--- config.mk ---
export PLATFORM = sky130hd
export DESIGN_NAME = psw_div_cell
export DESIGN_NICKNAME = d
export VERILOG_FILES = /design/src/sv/psw_pkg.sv /design/src/sv/psw_div_cell.sv
export SDC_FILE = /design/constraint.sdc
export NUM_CORES = 1
export LEC_CHECK = 0
export BUFFER_PORTS_ARGS = -buffer_cell sky130_fd_sc_hd__buf_2
export CORE_MARGIN = 5
export CORE_UTILIZATION = 44
export DETAILED_ROUTE_END_ITERATION = 16
export MAX_ROUTING_LAYER = met4
export PLACE_DENSITY_LB_ADDON = 0.08
export SYNTH_ARGS = -nofsm -noshare
export SYNTH_HDL_FRONTEND = slang
export SYNTH_SLANG_ARGS = --single-unit
--- constraint.sdc ---
create_clock -name clock -period 3.05 [get_ports clock]
set_clock_uncertainty 0.1 [all_clocks]
set_input_delay 0.4575 -clock clock [delete_from_list [all_inputs] [get_ports clock]]
set_output_delay 0.4575 -clock clock [all_outputs]
set_load 0.02 [all_outputs]
--- src/sv/psw_pkg.sv ---
// Shared widths, word types and constants for the point-to-edge window distance core.
package psw_pkg;

   localparam int COORD_BITS = 16;
   localparam int DIFF_W     = COORD_BITS + 1;
   localparam int PROD_W     = 2 * DIFF_W;
   localparam int NUM_W      = PROD_W + 2;
   localparam int DEN_W      = PROD_W;
   localparam int CROSS_W    = PROD_W + 1;
   localparam int CMAG_W     = PROD_W;
   localparam int SQ_W       = 2 * CMAG_W;
   localparam int DIVD_W     = SQ_W + 2;
   localparam int QUO_W      = PROD_W + 2;
   localparam int WIN_W      = 7;
   localparam int CMP_W      = NUM_W + WIN_W + 2;
   localparam int DIST_W     = 36;
   localparam int CSR_IDX_W  = 1;

   localparam logic [DIST_W-1:0]    DIST_MAX  = '1;
   localparam logic [WIN_W-1:0]     LOW_RESET = WIN_W'(15);
   localparam logic [WIN_W-1:0]     HIGH_RESET = WIN_W'(85);
   localparam logic [CSR_IDX_W-1:0] CSR_WINDOW_LOW  = CSR_IDX_W'(0);
   localparam logic [CSR_IDX_W-1:0] CSR_WINDOW_HIGH = CSR_IDX_W'(1);

   typedef logic signed [COORD_BITS-1:0] coord_type;

   typedef struct packed {
      coord_type point_x;
      coord_type point_y;
      coord_type point_z;
      coord_type head_x;
      coord_type head_y;
      coord_type head_z;
      coord_type tail_x;
      coord_type tail_y;
      coord_type tail_z;
   } req_word_type;

   typedef struct packed {
      logic              in_window;
      logic [DIST_W-1:0] sq_distance;
   } rsp_word_type;

   // Word handed from cell to cell in the divider chain.
   typedef struct packed {
      logic              valid;
      logic              in_win;
      logic [DEN_W-1:0]  den;
      logic [DEN_W-1:0]  rem;
      logic [QUO_W-1:0]  bits;
      logic [QUO_W-1:0]  quo;
   } cell_word_type;

endpackage

--- src/sv/psw_div_cell.sv ---
// One restoring-division cell: develops one quotient bit per word.
module psw_div_cell (
   input  logic                    clock,
   input  logic                    reset,
   input  logic                    enable,
   input  psw_pkg::cell_word_type  word_in,
   output psw_pkg::cell_word_type  word_out
);
   import psw_pkg::*;

   cell_word_type      word_ff;
   cell_word_type      word_in_next;
   logic [DEN_W:0]     trial;
   logic [DEN_W:0]     diff;

   // shift next dividend bit into the partial remainder and try subtract
   always_comb begin
      trial = {word_in.rem, word_in.bits[QUO_W-1]};
      diff  = trial - {1'b0, word_in.den};
      word_in_next = word_in;
      word_in_next.bits = {word_in.bits[QUO_W-2:0], 1'b0};
      if (trial >= {1'b0, word_in.den}) begin
         word_in_next.rem = diff[DEN_W-1:0];
         word_in_next.quo = {word_in.quo[QUO_W-2:0], 1'b1};
      end else begin
         word_in_next.rem = trial[DEN_W-1:0];
         word_in_next.quo = {word_in.quo[QUO_W-2:0], 1'b0};
      end
   end

   always_ff @(posedge clock) begin
      if (enable) begin
         word_ff <= word_in_next;
      end
      if (reset) begin
         word_ff.valid <= 1'b0;
      end
   end

   assign word_out = word_ff;
endmodule

==> results of run 1 <==
## layout by cell type, fill, tap and decap left out, types with 4 or more instances in the layout
cell type,netlist,layout
a211oi_1,6,5
inv_6,0,6
buf_2,7,283
a21o_1,11,11
nand3_1,10,10
a21oi_1,28,28
a31oi_1,6,6
o21ai_1,5,5
xnor2_1,14,14
nor2_2,9,9
xor2_1,14,14
clkinvlp_4,0,4
o21ai_0,21,21
nor3_1,5,5
inv_1,47,47
buf_4,3,43
nand4_1,7,7
clkbuf_16,0,17
nor2_1,31,31
buf_12,0,4
a21oi_2,19,19
edfxtp_1,140,140
nand2_1,45,45
ha_1,34,34
o21bai_1,7,7
## per-stage QoR
| stage | instances | setup TNS, ps | instance area, um^2 | total power, mW |
|---|---|---|---|---|
| 6_report | 1069 | 0 | 9330 | 5.68 |
| 5_1_grt | 1069 | 0 | 9330 | 5.95 |
| 4_1_cts | 1066 | 0 | 9310 | 5.74 |
| 3_5_place_dp | 1034 | -1660 | 8730 | 3.71 |
| 3_3_place_gp | 1034 | -1720 | 8730 | 3.69 |
| 2_1_floorplan | 534 | 0 | 6810 | 3.19 |
## logic make-up after synthesis
group	after synthesis	synth area share
AND/OR/NAND/NOR	129	0.0934
other	1	0.000551
adder cells (fa/ha/maj)	35	0.0655
buffers and inverters	67	0.0467
multiplexers	1	0.00147
flip-flops	141	0.621
XOR/XNOR	28	0.0360
AO/OA/AOI/OAI	132	0.136
## per-layer routing
metal,part of all wire,track usage,vias to the layer above
li1,-,-,2643
met1,0.40,0.247,2508
met2,0.51,0.369,193
met3,0.070,0.0608,29
met4,0.018,0.0673,0
met5,0,-,-
## repair_timing
item,4_1_cts,5_1_grt
endpoints found under the hold margin,0,0
resized for setup,0,2
setup endpoints to repair,0,6
## worst max-delay path by stage
stage | startpoint | to | slack (ps) | depth (start not counted)
4_1_cts | word_in[71] | word_out[102]$_DFFE_PP_ | 190 | 14
2_1_floorplan | word_in[71] | word_out[102]$_DFFE_PP_ | 160 | 12
3_5_place_dp | word_in[71] | word_out[102]$_DFFE_PP_ | -220 | 14
6_report | word_in[71] | word_out[104]$_DFFE_PP_ | 220 | 14
3_3_place_gp | word_in[71] | word_out[104]$_DFFE_PP_ | -240 | 14
5_1_grt | word_in[71] | word_out[94]$_DFFE_PP_ | 3 | 14
## critical path, delay by kind of cell
kind | cells | cell delay (ps)
compound gates | 7 | 1350
xor+xnor | 1 | 150
fa+ha+maj | 2 | 570
buf+inv | 4 | 380
## power groups by stage
stage               Combinational, mW  Clock, mW  Sequential (mW)
floorplan                       0.482          0             2.70
global placement                 1.24          0             2.44
detailed placement               1.26          0             2.45
CTS                              1.26       2.07             2.41
global route                     1.36       2.16             2.42
finish                           1.25       2.02             2.41
## cell type report
| cell class | instances | area, um^2 | share of cell area |
|---|---|---|---|
| Antenna cell | 3 | 7.51 | 0.000805 |
| Clock buffer | 17 | 425 | 0.0456 |
| Clock inverter | 15 | 148 | 0.0158 |
| Inverter | 48 | 180 | 0.0193 |
| Multi-Input combinational cell | 326 | 2270 | 0.244 |
| Sequential cell | 141 | 4220 | 0.453 |
| Tap cell | 188 | 235 | 0.0252 |
| Timing Repair Buffer | 331 | 1830 | 0.196 |
==> results.txt, run 1 <==
status: completed
layout cells sized above 1: 0.459
die width: 134 um
CTS Root Cell: clkbuf_16
All-Layer GR Usage: 0.216
flop2flop setup slack: 2350 ps
Initial Util: 0.448
die height: 134 um
global-route wire length before repair: 29200 um
top-area cell type share of the netlist area: 0.618
# DRC: 0
syn avg cell area: 12.7 um^2
P_sw: 1.68 mW
Crit Path Category: primary input to register
Worst Hold Class: primary input to register
Synth Cell Area: 0.00681 mm^2
CP dominant cell by count: inv_1
synth unique cells: 65
hold path depth: 2
initial antenna violation count: 3
vias per cell: 5.03
Worst path slowest cell: fa_1
number of flops mapped to enable cells by yosys: 140
post-synthesis sequential area ratio: 0.621
routability cong.: 0.887
Vias: 5373
critical-path cell list: buf_2 > inv_1 > ha_1 > inv_1 > fa_1 > a21oi_1 > o211ai_1 > a311oi_2 > buf_4 > o21ai_2 > a211oi_1 > o21bai_1 > xnor2_1 > o21ai_1
final setup violation count: 0
Cell Rows: 45
Worst Hold End: word_out[141]$_SDFFE_PP0P_
Synth Warn #: 0
Hold-fix buffers, CTS: 0
PortBufs: 284
worst setup margin: 217 ps
Post-DP HPWL: 15100 um
WL/cell: 18.0 um
Switching Share: 0.296
WP data arrival: 2900 ps
Hold Fails Final Rpt: 0
max reg flops: 141
FILL cells: 1289
VDD IR max: 0.350 mV
TritonCTS Buffers: 17
DRT iter0 DRCs: 280
CTS max path bufs: 2
worst path required time: 3120 ps
Slowest Stage Delay on Critical Path: 410 ps
internal power: 4.00 mW
largest cells by area after synthesis: edfxtp_1 62%, ha_1 6.3%, inv_1 2.6%, nand2_1 2.5%, a21oi_2 2.4%
Final ANT Viol Nets: 0
WHS: 94.1 ps
H-Tree Depth: 4
Worst-path clk slew: 60 ps
flops & latches, synth: 141
die area: 0.0181 mm^2
final net count: 1045
post-layout util: 0.613
Post-Syn Instances: 534
leakage power: 4.18 nW
core area: 0.0152 mm^2
RSZ-0062 raised after global routing: false
cell taking the most area after synthesis: edfxtp_1
PD cells: 609 mW/mm^2
largest net degree at the start of global routing: 62
crit path max fanout: 6
number of global-route vias before repair: 5430
Seq pwr share: 0.424
Post-synth top cells: 140 x edfxtp_1, 47 x inv_1, 45 x nand2_1
DR pass1 iterations: 4
Syn Nets: 714
top_reg_cell synth: edfxtp_1
fin crit period: 2830 ps
min-delay src: reset
IO Pins: 287
r2r endpoint: word_out[141]$_SDFFE_PP0P_
worst-margin pin slew: 603 ps
reg-to-reg startpoint: word_out[141]$_SDFFE_PP0P_
number of max-cap violations: 0
synthesis-to-finish area growth: 37.0%
asr flop ratio synth: 0
count leader, synth: edfxtp_1
dpl ws: -224 ps
Final Max Slew Viols: 0
Post-CTS Setup Inserts: 0
Max-slew headroom: 0.598
period utilisation layout: 0.929
GRT Residual Overflow: 0
TritonCTS clock tree: done
maximum clock rate: 353 MHz
# clock sinks: 141
nature of the critical path startpoint: primary input
Comb pwr share: 0.221
Clk pwr share: 0.355
Detailed Route WL: 19200 um
Worst setup EP type: register
R2R depth: 2
Clk Latency, worst-skew pair: 410 ps
Note: power is estimated with default switching activity, not from simulation.
==> inputs of run 2 (changes only) <==
--- a/config.mk
+++ b/config.mk
@@ -9,7 +9,6 @@
 export CORE_MARGIN = 5
 export CORE_UTILIZATION = 44
 export DETAILED_ROUTE_END_ITERATION = 16
-export MAX_ROUTING_LAYER = met4
 export PLACE_DENSITY_LB_ADDON = 0.08
 export SYNTH_ARGS = -nofsm -noshare
 export SYNTH_HDL_FRONTEND = slang
==> results.txt, run 2 (synthesis gave the netlist of run 1 again) <==
GRT Residual Overflow: 0
placement-stage cell area: 0.00875 mm^2
min-delay src: reset
H-Tree Depth: 4
Cell Rows: 45
most common cell after layout, fill and taps aside: buf_2
R2R depth: 2
RSZ-0062 raised after global routing: false
Initial Util: 0.448
vias per cell: 5.03
leakage power: 4.18 nW
PortBufs: 284
Switching Share: 0.299
core area: 0.0152 mm^2
final setup violation count: 0
VDD IR max: 0.335 mV
CTS Root Cell: clkbuf_16
Vias: 5379
stages on the worst setup path: 14
number of max-cap violations: 0
TritonCTS Buffers: 17
Slowest Stage Delay on Critical Path: 410 ps
worst path required time: 3130 ps
Crit Path Category: primary input to register
Hold Fails Final Rpt: 0
maximum clock rate: 340 MHz
DR pass1 iterations: 4
synthesis-to-finish area growth: 36.8%
Hold-fix buffers, CTS: 0
internal power: 3.92 mW
die width: 134 um
crit path max fanout: 6
die area: 0.0181 mm^2
# clock sinks: 141
layout cells sized above 1: 0.458
Detailed Route WL: 18800 um
routability cong.: 0.879
CP dominant cell by count: inv_1
IO Pins: 287
Clk Latency, worst-skew pair: 410 ps
overall power: 5.59 mW
max reg flops: 141
Worst Hold Class: primary input to register
FILL cells: 1259
Comb pwr share: 0.223
Crit path buffers/inverters: 4
Worst path slowest cell: a311oi_1
hold path depth: 2
P_sw: 1.67 mW
final net count: 1047
nature of the critical path startpoint: primary input
largest net degree at the start of global routing: 61
period utilisation layout: 0.965
fin crit period: 2940 ps
flop2flop setup slack: 2310 ps
Post-CTS Setup Inserts: 0
CTS max path bufs: 2
Crit path max-delay family: compound AO/OA/AOI/OAI gates
Worst Hold End: word_out[141]$_SDFFE_PP0P_
All-Layer GR Usage: 0.205
number of global-route vias before repair: 5440
worst-margin pin slew: 581 ps
WP data arrival: 3020 ps
r2r endpoint: word_out[141]$_SDFFE_PP0P_
Seq pwr share: 0.431
die height: 134 um
Final Max Slew Viols: 0
# DRC: 0
TritonCTS clock tree: done
initial antenna violation count: 5
Final ANT Viol Nets: 0
Post-DP HPWL: 15000 um
Max-slew headroom: 0.612
reg-to-reg startpoint: word_out[141]$_SDFFE_PP0P_
PostCTS Resize Cnt: 0
global-route wire length before repair: 28900 um
WL/cell: 17.6 um
Clk pwr share: 0.346
status: completed
Worst setup EP type: register
DRT iter0 DRCs: 259
critical-path cell list: buf_2 > inv_1 > ha_1 > inv_1 > fa_1 > a21oi_1 > o211ai_1 > a311oi_1 > buf_4 > o21ai_2 > a211oi_1 > o21bai_1 > xnor2_1 > o21ai_1
most frequent cells in the layout: 283 x buf_2, 140 x edfxtp_1, 47 x inv_1, 45 x nand2_1, 45 x buf_4
Design Area, Final: 0.00931 mm^2
Worst-path clk slew: 70 ps
post-layout util: 0.612
PD cells: 601 mW/mm^2
==> run 2: power by group through the flow <==
stage	logic [mW]	clock network (mW)	registers, mW
2_1_floorplan	0.482	0	2.70
3_5_place_dp	1.25	0	2.45
6_report	1.25	1.93	2.41
4_1_cts	1.26	1.99	2.41
5_1_grt	1.35	2.09	2.42
3_3_place_gp	1.24	0	2.44
==> run 2: how the worst max path moves through the flow <==
| stage | start | end | slack [ps] |
|---|---|---|---|
| 2_1_floorplan | word_in[71] | word_out[102]$_DFFE_PP_ | 160 |
| 3_3_place_gp | word_in[71] | word_out[104]$_DFFE_PP_ | -240 |
| 3_5_place_dp | word_in[71] | word_out[104]$_DFFE_PP_ | -280 |
| 4_1_cts | word_in[71] | word_out[104]$_DFFE_PP_ | 130 |
| 5_1_grt | word_in[71] | word_out[94]$_DFFE_PP_ | 4 |
| 6_report | word_in[71] | word_out[104]$_DFFE_PP_ | 110 |
==> run 2: final cells by class <==
| type | count | area (um^2) | share of cell area |
|---|---|---|---|
| Sequential cell | 141 | 4220 | 0.454 |
| Multi-Input combinational cell | 326 | 2260 | 0.243 |
| Timing Repair Buffer | 333 | 1850 | 0.198 |
| Clock buffer | 18 | 429 | 0.0461 |
| Tap cell | 188 | 235 | 0.0253 |
| Inverter | 48 | 180 | 0.0194 |
| Clock inverter | 14 | 124 | 0.0133 |
| Antenna cell | 2 | 5.00 | 0.000538 |
==> run 2: layer usage <==
metal  routed length, um  track usage  up-vias
li1                    -            -     2637
met1                7480        0.237     2534
met2                9600        0.366      182
met3                1450       0.0645       20
met4                 219       0.0554        6
met5                  41            0        -
==> run 2: metrics by stage <==
stage | setup WS (ps) | std cells | hold slack (ps) | TNS (ps)
6_report | 106 | 1070 | 98.8 | 0
3_3_place_gp | -243 | 1036 | 438 | -1750
5_1_grt | 4.01 | 1070 | 85.2 | 0
3_5_place_dp | -279 | 1036 | 478 | -1980
2_1_floorplan | 156 | 534 | 430 | 0
4_1_cts | 128 | 1068 | 80.3 | 0
==> inputs of run 3 (changes only) <==
--- a/config.mk
+++ b/config.mk
@@ -5,9 +5,10 @@
 export SDC_FILE = /design/constraint.sdc
 export NUM_CORES = 1
 export LEC_CHECK = 0
+export ABC_AREA = 1
 export BUFFER_PORTS_ARGS = -buffer_cell sky130_fd_sc_hd__buf_2
 export CORE_MARGIN = 5
-export CORE_UTILIZATION = 44
+export CORE_UTILIZATION = 45
 export DETAILED_ROUTE_END_ITERATION = 16
 export PLACE_DENSITY_LB_ADDON = 0.08
 export SYNTH_ARGS = -nofsm -noshare
==> results.txt, run 3 <==
WL/cell: 15.7 um
max reg flops: 141
# DRC: 0
syn avg cell area: 9.51 um^2
asr flop ratio synth: 0
Post-DP HPWL: 16500 um
Cell Rows: 47
Design Area, Final: 0.00979 mm^2
Clk Latency, worst-skew pair: 420 ps
die width: 139 um
Setup TNS: 0 ps
routability cong.: 0.916
Synth Cell Area: 0.00747 mm^2
Clk pwr share: 0.382
die height: 139 um
Post-CTS Setup Inserts: 0
period utilisation layout: 0.769
Post-Syn Instances: 786
top_reg_cell synth: edfxtp_1
TritonCTS Buffers: 17
vias per cell: 4.57
Vias: 6043
dpl ws: 289 ps
CTS Root Cell: clkbuf_16
final net count: 1269
WP data arrival: 2410 ps
Crit path buffers/inverters: 3
Max-slew headroom: 0.608
H-Tree Depth: 4
PortBufs: 284
flop2flop setup slack: 2330 ps
# clock sinks: 141
core area: 0.0165 mm^2
Final Max Slew Viols: 0
Ant. Diodes: 0
critical-path cell list: buf_2 > inv_1 > ha_1 > inv_1 > fa_1 > nand3_1 > nand3_1 > nand2_1 > nand2_1 > nand2_1 > nand2_1 > nand2_1 > nand3_1 > nand3_1 > nand2_1
final setup violation count: 0
Comb pwr share: 0.209
Hold-fix buffers, CTS: 0
worst-margin pin slew: 588 ps
Post-synth top cells: 252 x nand2_1, 140 x edfxtp_1, 129 x inv_1
top-area cell type share of the netlist area: 0.562
DR pass1 iterations: 4
most frequent cells in the layout: 283 x buf_2, 252 x nand2_1, 140 x edfxtp_1, 129 x inv_1, 54 x nor2_1
Hold Fails Final Rpt: 0
largest net degree at the start of global routing: 59
PostCTS Resize Cnt: 0
CP dominant cell by count: nand2_1
nature of the critical path startpoint: primary input
number of global-route vias before repair: 6161
Synth Warn #: 0
leakage power: 4.94 nW
All-Layer GR Usage: 0.216
IO Pins: 287
DRT iter0 DRCs: 306
Detailed Route WL: 20800 um
crit path max fanout: 3
global-route wire length before repair: 33000 um
synthesis-to-finish area growth: 31.0%
TritonCTS clock tree: done
maximum clock rate: 427 MHz
Worst Hold Class: primary input to register
P_sw: 1.71 mW
post-synthesis sequential area ratio: 0.565
initial antenna violation count: 0
largest cells by area after synthesis: edfxtp_1 56%, nand2_1 13%, inv_1 6.5%, ha_1 5.7%, nand2_2 3.2%
internal power: 4.16 mW
worst setup margin: 705 ps
synth unique cells: 34
Final ANT Viol Nets: 0
status: completed
Syn Nets: 966
WHS: 103 ps
number of max-cap violations: 0
CTS max path bufs: 2
number of flops mapped to enable cells by yosys: 140
Worst path slowest cell: fa_1
flops & latches, synth: 141
Slowest Stage Delay on Critical Path: 440 ps
GRT Residual Overflow: 0
die area: 0.0193 mm^2
count leader, synth: nand2_1
worst path required time: 3120 ps
Worst setup EP type: register
Initial Util: 0.454
Switching Share: 0.291
fin crit period: 2340 ps
Crit path max-delay family: simple AND/OR/NAND/NOR gates
Seq pwr share: 0.409
Crit Path Category: primary input to register
most common cell after layout, fill and taps aside: buf_2
PD cells: 599 mW/mm^2
placement-stage cell area: 0.00915 mm^2
VDD IR max: 0.366 mV
Worst-path clk slew: 60 ps
cell taking the most area after synthesis: edfxtp_1
RSZ-0062 raised after global routing: false
layout cells sized above 1: 0.343
## run 3: cell types whose count changed after synthesis, moves of 9 or more
cell,change
a21o_1,-11
a21oi_2,-17
inv_1,+82
nand2_1,+207
nand2_2,+38
nand3_1,+26
nor2_1,+23
o21ai_0,-9
xnor2_1,-11
## run 3: layout make-up
cell class	instances	area (um^2)
inverter	133	507
sequential	141	4220
tap	220	275
clock buffer	18	429
timing repair buffer	291	1510
clock inverter	14	206
multi-input combinational	505	2640
fill	1522	6680
## run 3: logic make-up (layout without fill, tap and decap cells)
kind of cell / after synthesis / after routing / synth area share
AND/OR/NAND/NOR: 408 / 408 / 0.241
flip-flops: 141 / 141 / 0.565
buffers and inverters: 140 / 456 / 0.0814
AO/OA/AOI/OAI: 42 / 42 / 0.0301
adder cells (fa/ha/maj): 35 / 35 / 0.0596
XOR/XNOR: 18 / 18 / 0.0211
other: 1 / 1 / 0.000502
multiplexers: 1 / 1 / 0.00134
## run 3: path summary, 6_finish.rpt
kind / startpoint / end / cells past startpoint
setup / recovery: word_in[71] / word_out[102]$_DFFE_PP_ / 15
hold / removal: reset / word_out[141]$_SDFFE_PP0P_ / 2
setup reg to reg: word_out[141]$_SDFFE_PP0P_ / word_out[141]$_SDFFE_PP0P_ / 2
hold reg to reg: word_out[141]$_SDFFE_PP0P_ / word_out[141]$_SDFFE_PP0P_ / 2
## run 3: metrics by stage
step / cells / power [mW] / util
floorplan: 786 / 3.21 / -
global placement: 1290 / 3.66 / 0.556
detailed placement: 1290 / 3.67 / 0.556
CTS: 1322 / 5.92 / 0.595
global route: 1322 / 6.15 / 0.595
finish: 1322 / 5.86 / 0.595
## run 3: worst register-to-register path, cell delays in order, from the launching register on
cell and delay (ps):
dfxtp_1 320, mux2i_1 130, nor2_1 70
## run 3: routing by layer
metal | up-vias | part of all wire | global-route usage
li1 | 3133 | - | -
met1 | 2690 | 0.43 | 0.274
met2 | 198 | 0.49 | 0.364
met3 | 22 | 0.060 | 0.0548
met4 | 0 | 0.019 | 0.0675
met5 | - | 0 | 0
## run 3: power by group through the flow
stage / Combinational (mW) / Clock, mW / Sequential (mW)
6_report: 1.22 / 2.24 / 2.40
5_1_grt: 1.35 / 2.38 / 2.41
4_1_cts: 1.24 / 2.28 / 2.40
3_5_place_dp: 1.24 / 0 / 2.44
3_3_place_gp: 1.22 / 0 / 2.43
2_1_floorplan: 0.519 / 0 / 2.69
